`src/sv/des_pkg.sv`:
```
// Package for the DES block cipher: permutation tables, S-boxes and round helpers.
// Used by the round stage, the top level and the checker; depends on nothing.
package des_pkg;

	localparam int ROUNDS_DEF = 16;

	typedef logic [6:0] perm_idx_t;

	localparam perm_idx_t [0:63] IP_TAB = '{
		58,50,42,34,26,18,10,2,60,52,44,36,28,20,12,4,62,54,46,38,30,22,14,6,
		64,56,48,40,32,24,16,8,57,49,41,33,25,17,9,1,59,51,43,35,27,19,11,3,
		61,53,45,37,29,21,13,5,63,55,47,39,31,23,15,7};
	localparam perm_idx_t [0:63] FP_TAB = '{
		40,8,48,16,56,24,64,32,39,7,47,15,55,23,63,31,38,6,46,14,54,22,62,30,
		37,5,45,13,53,21,61,29,36,4,44,12,52,20,60,28,35,3,43,11,51,19,59,27,
		34,2,42,10,50,18,58,26,33,1,41,9,49,17,57,25};
	localparam perm_idx_t [0:47] E_TAB = '{
		32,1,2,3,4,5,4,5,6,7,8,9,8,9,10,11,12,13,12,13,14,15,16,17,
		16,17,18,19,20,21,20,21,22,23,24,25,24,25,26,27,28,29,28,29,30,31,32,1};
	localparam perm_idx_t [0:31] P_TAB = '{
		16,7,20,21,29,12,28,17,1,15,23,26,5,18,31,10,
		2,8,24,14,32,27,3,9,19,13,30,6,22,11,4,25};
	localparam perm_idx_t [0:55] PC1_TAB = '{
		57,49,41,33,25,17,9,1,58,50,42,34,26,18,10,2,59,51,43,35,27,19,11,3,
		60,52,44,36,63,55,47,39,31,23,15,7,62,54,46,38,30,22,14,6,
		61,53,45,37,29,21,13,5,28,20,12,4};
	localparam perm_idx_t [0:47] PC2_TAB = '{
		14,17,11,24,1,5,3,28,15,6,21,10,23,19,12,4,26,8,16,7,27,20,13,2,
		41,52,31,37,47,55,30,40,51,45,33,48,44,49,39,56,34,53,46,42,50,36,29,32};
	localparam logic [1:0] ROT_TAB [0:15] = '{1,1,2,2,2,2,2,2,1,2,2,2,2,2,2,1};

	localparam logic [3:0] SBOX [0:7][0:63] = '{
		'{14,4,13,1,2,15,11,8,3,10,6,12,5,9,0,7,0,15,7,4,14,2,13,1,10,6,12,11,9,5,3,8,
		  4,1,14,8,13,6,2,11,15,12,9,7,3,10,5,0,15,12,8,2,4,9,1,7,5,11,3,14,10,0,6,13},
		'{15,1,8,14,6,11,3,4,9,7,2,13,12,0,5,10,3,13,4,7,15,2,8,14,12,0,1,10,6,9,11,5,
		  0,14,7,11,10,4,13,1,5,8,12,6,9,3,2,15,13,8,10,1,3,15,4,2,11,6,7,12,0,5,14,9},
		'{10,0,9,14,6,3,15,5,1,13,12,7,11,4,2,8,13,7,0,9,3,4,6,10,2,8,5,14,12,11,15,1,
		  13,6,4,9,8,15,3,0,11,1,2,12,5,10,14,7,1,10,13,0,6,9,8,7,4,15,14,3,11,5,2,12},
		'{7,13,14,3,0,6,9,10,1,2,8,5,11,12,4,15,13,8,11,5,6,15,0,3,4,7,2,12,1,10,14,9,
		  10,6,9,0,12,11,7,13,15,1,3,14,5,2,8,4,3,15,0,6,10,1,13,8,9,4,5,11,12,7,2,14},
		'{2,12,4,1,7,10,11,6,8,5,3,15,13,0,14,9,14,11,2,12,4,7,13,1,5,0,15,10,3,9,8,6,
		  4,2,1,11,10,13,7,8,15,9,12,5,6,3,0,14,11,8,12,7,1,14,2,13,6,15,0,9,10,4,5,3},
		'{12,1,10,15,9,2,6,8,0,13,3,4,14,7,5,11,10,15,4,2,7,12,9,5,6,1,13,14,0,11,3,8,
		  9,14,15,5,2,8,12,3,7,0,4,10,1,13,11,6,4,3,2,12,9,5,15,10,11,14,1,7,6,0,8,13},
		'{4,11,2,14,15,0,8,13,3,12,9,7,5,10,6,1,13,0,11,7,4,9,1,10,14,3,5,12,2,15,8,6,
		  1,4,11,13,12,3,7,14,10,15,6,8,0,5,9,2,6,11,13,8,1,4,10,7,9,5,0,15,14,2,3,12},
		'{13,2,8,4,6,15,11,1,10,9,3,14,5,0,12,7,1,15,13,8,10,3,7,4,12,5,6,11,0,14,9,2,
		  7,11,4,1,9,12,14,2,0,6,10,13,15,3,5,8,2,1,14,7,4,10,8,13,15,12,9,0,5,6,11,3}};

	function automatic logic [63:0] ip_perm(input logic [63:0] v);
		logic [63:0] o;
		for (int i = 0; i < 64; i++) o[63-i] = v[64-int'(IP_TAB[i])];
		return o;
	endfunction

	function automatic logic [63:0] fp_perm(input logic [63:0] v);
		logic [63:0] o;
		for (int i = 0; i < 64; i++) o[63-i] = v[64-int'(FP_TAB[i])];
		return o;
	endfunction

	function automatic logic [55:0] pc1_perm(input logic [63:0] v);
		logic [55:0] o;
		for (int i = 0; i < 56; i++) o[55-i] = v[64-int'(PC1_TAB[i])];
		return o;
	endfunction

	function automatic logic [47:0] pc2_perm(input logic [55:0] v);
		logic [47:0] o;
		for (int i = 0; i < 48; i++) o[47-i] = v[56-int'(PC2_TAB[i])];
		return o;
	endfunction

	function automatic logic [27:0] rot28(input logic [27:0] v, input logic [1:0] s);
		return (s == 2'd1) ? {v[26:0], v[27]} : {v[25:0], v[27:26]};
	endfunction

	function automatic logic [31:0] feistel(input logic [31:0] r, input logic [47:0] k);
		logic [47:0] e;
		logic [31:0] s;
		logic [31:0] o;
		logic [5:0] six;
		for (int i = 0; i < 48; i++) e[47-i] = r[32-int'(E_TAB[i])];
		e = e ^ k;
		for (int b = 0; b < 8; b++) begin
			six = e[47-6*b -: 6];
			s[31-4*b -: 4] = SBOX[b][{six[5], six[0], six[4:1]}];
		end
		for (int i = 0; i < 32; i++) o[31-i] = s[32-int'(P_TAB[i])];
		return o;
	endfunction

endpackage

```
`src/sv/des_round.sv`:
```
// One pipelined DES round: a Feistel step and its stage register.
// Depends on des_pkg.
module des_round (
	input  logic        clk,
	input  logic        arst_n,
	input  logic        en,
	input  logic        vld_in,
	input  logic [63:0] lr_in,
	input  logic [47:0] key,
	output logic        vld_out,
	output logic [63:0] lr_out
);
	always_ff @(posedge clk or negedge arst_n) begin
		if (!arst_n) begin
			vld_out <= 1'b0;
		end else if (en) begin
			vld_out <= vld_in;
		end
	end

	always_ff @(posedge clk) begin
		if (en) begin
			lr_out <= {lr_in[31:0], lr_in[63:32] ^ des_pkg::feistel(lr_in[31:0], key)};
		end
	end
endmodule

```
`config.mk`:
```
export PLATFORM = sky130hd
export DESIGN_NAME = des_round
export DESIGN_NICKNAME = d
export VERILOG_FILES = /design/src/sv/des_pkg.sv /design/src/sv/des_round.sv
export SDC_FILE = /design/constraint.sdc
export NUM_CORES = 1
export LEC_CHECK = 0
export ABC_AREA = 1
export BUFFER_PORTS_ARGS = -buffer_cell sky130_fd_sc_hd__buf_2
export CAP_MARGIN = 20
export CORE_MARGIN = 2
export CORE_UTILIZATION = 60
export CTS_BUF_LIST = sky130_fd_sc_hd__clkbuf_2 sky130_fd_sc_hd__clkbuf_4 sky130_fd_sc_hd__clkbuf_8
export CTS_CLUSTER_SIZE = 12
export DETAILED_ROUTE_END_ITERATION = 16
export PLACE_DENSITY = 0.88
export SYNTH_ARGS = -nofsm -noshare
export SYNTH_HDL_FRONTEND = slang
export SYNTH_SLANG_ARGS = --single-unit
```
`constraint.sdc`:
```
create_clock -name clk -period 1.7 [get_ports clk]
set_input_delay 0.34 -clock clk [delete_from_list [all_inputs] [get_ports clk]]
set_output_delay 0.34 -clock clk [all_outputs]
set_load 0.01 [all_outputs]
```
==> run_results.csv, run 1 <==
group,metric,value,unit
run_status,run_status,"completed",
synthesis,syn-cell-area,7830,µm²
setup_path,max_stage_delay,290,ps
synthesis,yosys.area.top_type,"nand2_1",
floorplanning,coreArea,12700,µm²
cts,clkLatencyLatePin,370,ps
final_layout,nNetsFinal,1742,
hold_path,hp-start,"lr_in[9]",
place,placed_cells,1724,
setup_path,r2r_slack,950,ps
setup_path,cp_cell_sequence,"buf_2 > inv_1 > nand2_1 > nand2_2 > inv_2 > ha_1 > inv_2 > nand2_1 > nand3_1 > nand3_1 > nand2_1 > nand2_1 > nand3_1 > nand2_1",
setup_path,critical_path_class,"input pin to register",
setup_path,crit_family,"simple AND/OR/NAND/NOR gates",
synthesis,synth_cells,1278,
grt,first_global_vias,8860,
hold_path,hold_end,"lr_out[41]",
place,hpwl,18100,µm
detailed_routing,drt-pass1-iter-count,7,
final_layout,area_growth,30.2,%
synthesis,synth_seq_cells,65,
floorplanning,rows,41,
synthesis,ys.flop_type,"edfxtp_1",
cts,htree_levels,3,
synthesis,synth_warnings,0,
setup_path,worst_path_most_repeated_cell,"nand2_1",
timing,layout_min_cycle_time,1580,ps
grt,gr-usage-met3,0.0521,
timing,fmax,0.631,GHz
pwr,power,6.88,mW
final_layout,fin_cells,1741,
flow_run,maxCapViolCount,0,
cts,cts_buffer_depth,2,
cts,cts.sinks,65,
floorplanning,io_pins,181,
synthesis,synthTopCellsByArea,"nand2_1 (29%), edfxtp_1 (25%), nand3_1 (18%), ha_1 (9.9%), inv_1 (5.9%)",
cts,postCtsSetupBuffers,0,
setup_path,slowest_stage,"ha_1",
cts,cts_made_buffers,9,
synthesis,synth_area_per_cell,6.13,µm²
grt,grtUsageTotal,0.327,
pwr,power_density,674,nW/µm²
synthesis,synth-edff-count,64,
synthesis,synthArstFlopShare,0.0154,
place,io_buffers,180,
detailed_routing,vias,9525,
pwr,leakage,5.73,nW
detailed_routing,via_per_inst,5.47,
floorplanning,die-area,14000,µm²
hold_path,hold_class,"input pin to register",
detailed_routing,drt-total-wl,22900,µm
grt,grtUsageMet1,0.388,
setup_path,crit_start,"lr_in[17]",
cts,cts_tree,"yes",
cts,cts_root_buf,"clkbuf_8",
timing,clock_skew,0,ps
setup_path,rr_endpoint,"vld_out",
hold_path,hold_path_depth,1,
timing,setup_ws,115,ps
final_layout,drive_above_1_share,0.235,
setup_path,endpoint_kind,"register",
setup_path,cp_max_fo,5,
timing,fin_crit_sh,0.932,
grt,gr-total-overflow,0,
timing,rsz0062_at_grt,"no",
timing,drv_slew,0,
place,post-place-ws,-260,ps
floorplanning,die-width,118,µm
pwr,ir_drop,476,µV
detailed_routing,wire_per_inst,13.1,µm
setup_path,critPathBufInv,4,
setup_path,reg2reg_depth,1,
grt,grt_max_degree,41,
grt,antenna_found_initial,0,
timing,hold_violations,0,
synthesis,synth.yosys.seq_area_share,0.249,
floorplanning,initial_core_util,0.618,
place,place.gp.congestion,0.974,
grt,grt_pass1_wl,38300,µm
grt,gr-usage-met2,0.585,
timing,slew_headroom,0.702,
detailed_routing,ant_nets,0,
setup_path,arrival,1720,ps
floorplanning,die_y,118,µm
setup_path,r2r_start,"vld_out",
synthesis,syn-num-nets,1456,
detailed_routing,drc_errors,0,
final_layout,nFillCells,937,
timing,tightestPinTransition,444,ps
synthesis,synth_top_area_share,0.293,
detailed_routing,drtIter0Drc,1283,
setup_path,crit_path_start_kind,"input pin",
setup_path,cp_data_required_time,1830,ps
synthesis,ys_types,28,
timing,setup_viol,0,
cts,clkTransAtPathRegs,80,ps
grt,grt-busiest-layer,"met2",
final_layout,n_antenna_cell,0,
-- worst max-delay path by stage --
stage	to	slack, ps	cells after the start
finish	lr_out[12]	120	14
global placement	lr_out[19]	-190	12
detailed placement	lr_out[12]	-260	14
floorplan	lr_out[9]	4	14
CTS	lr_out[12]	140	14
global route	lr_out[12]	3	14
-- where the power goes --
group / internal (mW) / total, mW / switching [mW]
Combinational: 1.38 / 3.41 / 2.03
Clock: 0.677 / 1.41 / 0.729
Sequential: 2.00 / 2.06 / 0.0535
-- logic make-up (layout without fill, tap and decap cells) --
| logic type | Yosys count | count (layout) | share of synthesized area |
|---|---|---|---|
| AO/OA/AOI/OAI | 28 | 28 | 0.0201 |
| XOR/XNOR | 35 | 35 | 0.0487 |
| adder cells (fa/ha/maj) | 62 | 62 | 0.0991 |
| buffers and inverters | 159 | 450 | 0.0812 |
| flip-flops | 65 | 65 | 0.249 |
| multiplexers | 1 | 1 | 0.00144 |
| AND/OR/NAND/NOR | 928 | 928 | 0.501 |
-- sequential cells by signal, indices dropped and copies added (netlist names) --
name	cells
lr_out	64
vld_out	1
-- layout by cell type, fill, tap and decap left out, types with 10 or more instances in the layout --
cell type and count:
buf_2 180, buf_4 111, edfxtp_1 64, ha_1 58, inv_1 119, nand2_1 597, nand2_2 16, nand3_1 281
nand3b_1 17, nor2_1 10, o21ai_0 14, xnor2_1 17
-- area by class of cell --
class,count,area [µm²],share of cell area
multi-input cells,1054,5410,0.531
repair buffers,301,1920,0.189
clock buffers,9,124,0.0121
clock inverters,7,70.1,0.00687
inverters,133,502,0.0492
well taps,172,215,0.0211
flip-flops and latches,65,1950,0.191
-- per-layer routing --
metal  wire length (µm)  share of wire
met5                  0              0
met4                772          0.034
met3               2090          0.091
met2              11200           0.49
met1               8850           0.39
-- synthesized netlist by cell type (all sizes together), types with 3 or more instances --
master / number
nand3: 282
o21ai: 18
buf: 25
xor2: 12
nand2: 614
xnor2: 23
a21oi: 6
inv: 129
nand3b: 17
ha: 62
clkinv: 4
nor2: 12
nand4: 3
edfxtp: 64
-- per-stage QoR --
step	utilization	area (µm²)	setup TNS (ps)	hold WS (ps)
after floorplan	-	7970	0	44.4
after global placement	0.787	9970	-4250	114
after detailed placement	0.787	9970	-5870	117
after CTS	0.803	10200	0	159
after global routing	0.805	10200	0	166
final	0.805	10200	0	170
-- timing repair --
item | 4_1_cts | 5_1_grt
endpoints found under the hold margin | 1 | 0
gates resized for setup | 0 | 7
setup endpoints to repair | 0 | 6
hold buffers | 1 | 0
No activity file was read; power rests on OpenSTA's default activity.
==> inputs of run 2 (changes only) <==
- CORE_UTILIZATION: 60 -> 57
- PLACE_DENSITY: 0.88 -> 0.84
- clock period: 1.7 -> 1.68 ns (I/O delays scaled with it)
==> run_results.csv, run 2 (same netlist as run 1, synthesis figures left out) <==
group,metric,value,unit
cts,cts_made_buffers,9,
timing,slew_headroom,0.677,
detailed_routing,drt-total-wl,23000,µm
setup_path,reg2reg_depth,1,
cts,clkTransAtPathRegs,80,ps
timing,hold_violations,0,
timing,setup_ws,137,ps
grt,grtUsageTotal,0.314,
hold_path,hold_path_depth,1,
grt,first_global_vias,8842,
final_layout,top_regs,"lr_out (64), vld_out (1)",
cts,cts.sinks,65,
final_layout,largest_reg_flops,64,
cts,cts_tree,"yes",
detailed_routing,ant_nets,0,
cts,cts_buffer_depth,2,
floorplanning,die_y,121,µm
floorplanning,die-area,14700,µm²
hold_path,hold_class,"input pin to register",
final_layout,area_growth,33.9,%
pwr,p_clk_frac,0.203,
pwr,seq_power_share,0.292,
timing,layout_min_cycle_time,1540,ps
cts,cts_root_buf,"clkbuf_8",
final_layout,nFillCells,1050,
timing,tightestPinTransition,481,ps
setup_path,endpoint_kind,"register",
setup_path,arrival,1670,ps
timing,clock_skew,0,ps
grt,gr-total-overflow,0,
detailed_routing,vias,9518,
final_layout,largest_register,"lr_out",
grt,grt_pass1_wl,38100,µm
final_layout,most-common-layout-cells,"nand2_1 (594), nand3_1 (276), buf_2 (178)",
pwr,leakage,5.85,nW
timing,fmax,0.648,GHz
cts,htree_levels,3,
pwr,p_sw,2.81,mW
detailed_routing,wire_per_inst,13.1,µm
final_layout,mostFrequentLayoutCell,"nand2_1",
floorplanning,rows,42,
pwr,switching_share,0.397,
cts,clkLatencyLatePin,360,ps
place,hpwl,18000,µm
pwr,power_density,675,nW/µm²
place,place.gp.congestion,0.963,
flow_run,maxCapViolCount,0,
floorplanning,initial_core_util,0.587,
grt,antenna_found_initial,0,
detailed_routing,drc_errors,0,
final_layout,drive_above_1_share,0.251,
timing,drv_slew,0,
final_layout,nNetsFinal,1757,
run_status,run_status,"completed",
setup_path,crit_path_start_kind,"input pin",
timing,setup_viol,0,
detailed_routing,via_per_inst,5.41,
grt,grt_max_degree,41,
pwr,combPwrFrac,0.505,
pwr,ir_drop,421,µV
floorplanning,coreArea,13300,µm²
setup_path,critical_path_class,"input pin to register",
pwr,cellInternalPower,4.27,mW
timing,fin_crit_sh,0.918,
setup_path,cp_max_fo,6,
setup_path,cp_data_required_time,1800,ps
final_layout,n_antenna_cell,0,
place,post-place-ws,-227,ps
detailed_routing,drt-pass1-iter-count,6,
detailed_routing,drtIter0Drc,1143,
floorplanning,io_pins,181,
pwr,power,7.08,mW
floorplanning,die-width,121,µm
timing,holdWs,174,ps
place,io_buffers,180,
## run 2: cell count changes in the layout (fill, tap and decap cells not counted), sizes merged
cell and delta:
inv -1, clkbuf +8, bufinv -1, clkinv -4, buf +13
## run 2: repair_timing
item / 4_1_cts / 5_1_grt
setup endpoints to repair: 0 / 14
endpoints found under the hold margin: 1 / 0
hold buffers: 1 / 0
resized for setup: 0 / 24
buffers inserted: 0 / 0
## run 2: metal layers
layer  GRT usage  up-vias  wire length (µm)
met3      0.0508       67              1920
met4       0.125        0               658
li1            -     4707                 -
met2       0.557      506             11300
met5           0        -                 0
met1       0.379     4238              9130
## run 2: worst max-delay path: stages
cell,delay (ps)
buf_2,130
xor2_2,180
ha_1,330
inv_1,90
nand2_2,100
nand2_1,80
nand2_1,60
nand3_1,80
nand3_1,100
nand3b_1,110
nand2_1,60
## run 2: power by group through the flow
stage	Combinational [mW]	Clock [mW]	Sequential (mW)
CTS	3.48	1.45	2.07
floorplan	2.00	0	2.22
global route	4.01	1.51	2.09
detailed placement	3.46	0	2.11
global placement	3.38	0	2.10
finish	3.57	1.44	2.07
## run 2: metrics by stage
stage                     setup TNS, ps  instances  utilization  cell area (µm²)
final                                 0       1760        0.786            10500
after global placement            -4780       1743        0.761            10200
after floorplan                       0       1278            -             8000
after detailed placement          -6000       1743        0.761            10200
after CTS                             0       1760        0.777            10400
after global routing              -43.0       1760        0.786            10500
## run 2: final cells by class
cell class              instances  area (µm²)  share of cell area
clock buffers                  15         200              0.0191
clock inverters                 1        7.51            0.000716
inverters                     133         502              0.0478
multi-input cells            1054        5500               0.525
flip-flops and latches         65        1950               0.186
well taps                     176         220              0.0210
repair buffers                316        2110               0.201
## run 2: path summary, 6_finish.rpt
kind,from,end,slack (ps)
max in group asynchronous,arst_n,vld_out,1270
worst max register to register,vld_out,vld_out,950
worst min-delay path,lr_in[17],lr_out[49],170
min in group asynchronous,arst_n,vld_out,320
worst max-delay path,key[8],lr_out[25],140
worst min register to register,vld_out,vld_out,500
==> inputs of run 3 (changes only) <==
- CORE_MARGIN: 2 -> default
==> run_results.csv, run 3 (same netlist as run 1, synthesis figures left out) <==
group,metric,value,unit
setup_path,crit_family,"simple AND/OR/NAND/NOR gates",
cts,cts_made_buffers,9,
setup_path,cp_max_fo,4,
final_layout,nFillCells,1027,
grt,grt_pass1_wl,36700,µm
detailed_routing,wire_per_inst,12.4,µm
pwr,p_clk_frac,0.176,
timing,drv_slew,0,
timing,fin_crit_sh,0.934,
setup_path,worst_path_most_repeated_cell,"nand2_1",
floorplanning,die_y,119,µm
detailed_routing,drc_errors,0,
cts,cts_buffer_depth,2,
floorplanning,rows,42,
detailed_routing,ant_nets,0,
place,hpwl,17400,µm
floorplanning,die-width,119,µm
place,io_buffers,180,
final_layout,area_growth,32.7,%
setup_path,cp_cell_sequence,"buf_2 > inv_1 > nand2_1 > nand2_1 > buf_4 > ha_1 > inv_1 > nand2_1 > o21ai_0 > o21bai_1 > nand2_1 > nand2_1 > nand2_1 > nand2_1 > nand2_1",
setup_path,cp_data_required_time,1800,ps
setup_path,critPathBufInv,4,
cts,cts_root_buf,"clkbuf_8",
cts,cts_tree,"yes",
timing,layout_min_cycle_time,1570,ps
floorplanning,coreArea,13300,µm²
detailed_routing,drtIter0Drc,1046,
timing,clock_skew,0,ps
final_layout,largest_reg_flops,64,
cts,cts.sinks,65,
setup_path,slowest_stage,"o21bai_1",
grt,gr-total-overflow,0,
timing,slew_headroom,0.668,
final_layout,multi_input_area,5460,µm²
pwr,p_sw,2.76,mW
pwr,ir_drop,402,µV
grt,antenna_found_initial,0,
pwr,switching_share,0.406,
final_layout,mostFrequentLayoutCell,"nand2_1",
grt,grtUsageTotal,0.313,
pwr,combPwrFrac,0.519,
final_layout,most-common-layout-cells,"nand2_1 (594), nand3_1 (280), buf_2 (180)",
setup_path,crit_path_start_kind,"input pin",
final_layout,nNetsFinal,1755,
timing,holdWs,166,ps
flow_run,maxCapViolCount,0,
pwr,power,6.78,mW
final_layout,regArea,1950,µm²
pwr,cellInternalPower,4.03,mW
floorplanning,die-area,14200,µm²
timing,setup_viol,0,
run_status,run_status,"completed",
setup_path,arrival,1690,ps
pwr,leakage,5.82,nW
cts,clkLatencyLatePin,360,ps
floorplanning,io_pins,181,
setup_path,max_stage_delay,180,ps
detailed_routing,vias,9360,
detailed_routing,drt-total-wl,21800,µm
cts,clkTransAtPathRegs,80,ps
detailed_routing,via_per_inst,5.33,
final_layout,largest_register,"lr_out",
cts,htree_levels,3,
place,place.gp.congestion,0.958,
detailed_routing,drt-pass1-iter-count,6,
pwr,power_density,653,nW/µm²
floorplanning,initial_core_util,0.589,
grt,grt_max_degree,41,
timing,tightestPinTransition,494,ps
final_layout,n_antenna_cell,0,
timing,fmax,0.637,GHz
grt,first_global_vias,8498,
setup_path,critical_path_class,"input pin to register",
timing,hold_violations,0,
final_layout,drive_above_1_share,0.245,
setup_path,endpoint_kind,"register",
final_layout,top_regs,"lr_out (64), vld_out (1)",
hold_path,hold_class,"input pin to register",
pwr,seq_power_share,0.305,
-- run 3: cell types whose count changed in the layout (fill, tap and decap cells not counted), sizes merged --
cell	previous run	this run
clkinv	4	9
clkinvlp	1	0
clkbuf	17	10
-- run 3: power by group through the flow --
stage,registers (mW),clock network (mW),logic [mW]
floorplan,2.22,0,2.00
global placement,2.11,0,3.37
detailed placement,2.11,0,3.44
CTS,2.07,1.22,3.46
global route,2.09,1.28,3.94
finish,2.07,1.19,3.52
-- run 3: final timing paths --
check / from / cells after the start / slack [ps] / to
min in group asynchronous: arst_n / 2 / 260 / vld_out
max reg2reg: vld_out / 1 / 940 / vld_out
max: key[13] / 15 / 110 / lr_out[13]
max in group asynchronous: arst_n / 2 / 1340 / vld_out
min: lr_in[9] / 1 / 170 / lr_out[41]
min reg2reg: vld_out / 1 / 510 / vld_out
-- run 3: area by class of cell --
| class | count | share of cell area |
|---|---|---|
| timing repair buffer | 314 | 0.203 |
| tap | 176 | 0.0212 |
| sequential | 65 | 0.187 |
| inverter | 133 | 0.0483 |
| clock inverter | 5 | 0.00229 |
| clock buffer | 10 | 0.0126 |
| multi-input combinational | 1054 | 0.525 |
-- run 3: per-stage QoR --
stage	area, µm²	setup TNS (ps)	setup slack (ps)	cells	utilization
6_report	10400	0	110	1757	0.781
3_5_place_dp	10200	-6580	-274	1740	0.765
4_1_cts	10300	0	120	1756	0.778
3_3_place_gp	10200	-5420	-237	1740	0.765
2_1_floorplan	8000	0	1.27	1278	-
5_1_grt	10400	-28.4	-27.9	1757	0.781
-- run 3: per-layer routing --
| metal | GRT usage | share of wire | vias to the layer above |
|---|---|---|---|
| li1 | - | - | 4720 |
| met1 | 0.395 | 0.42 | 4192 |
| met2 | 0.540 | 0.48 | 409 |
| met3 | 0.0445 | 0.072 | 39 |
| met4 | 0.113 | 0.020 | 0 |
| met5 | 0 | 0 | - |
-- run 3: what timing repair did --
action	CTS	global route
resized for setup	0	11
endpoints found under the setup margin	0	14
buffers inserted	0	1
hold buffers	1	0
endpoints found under the hold margin	1	0
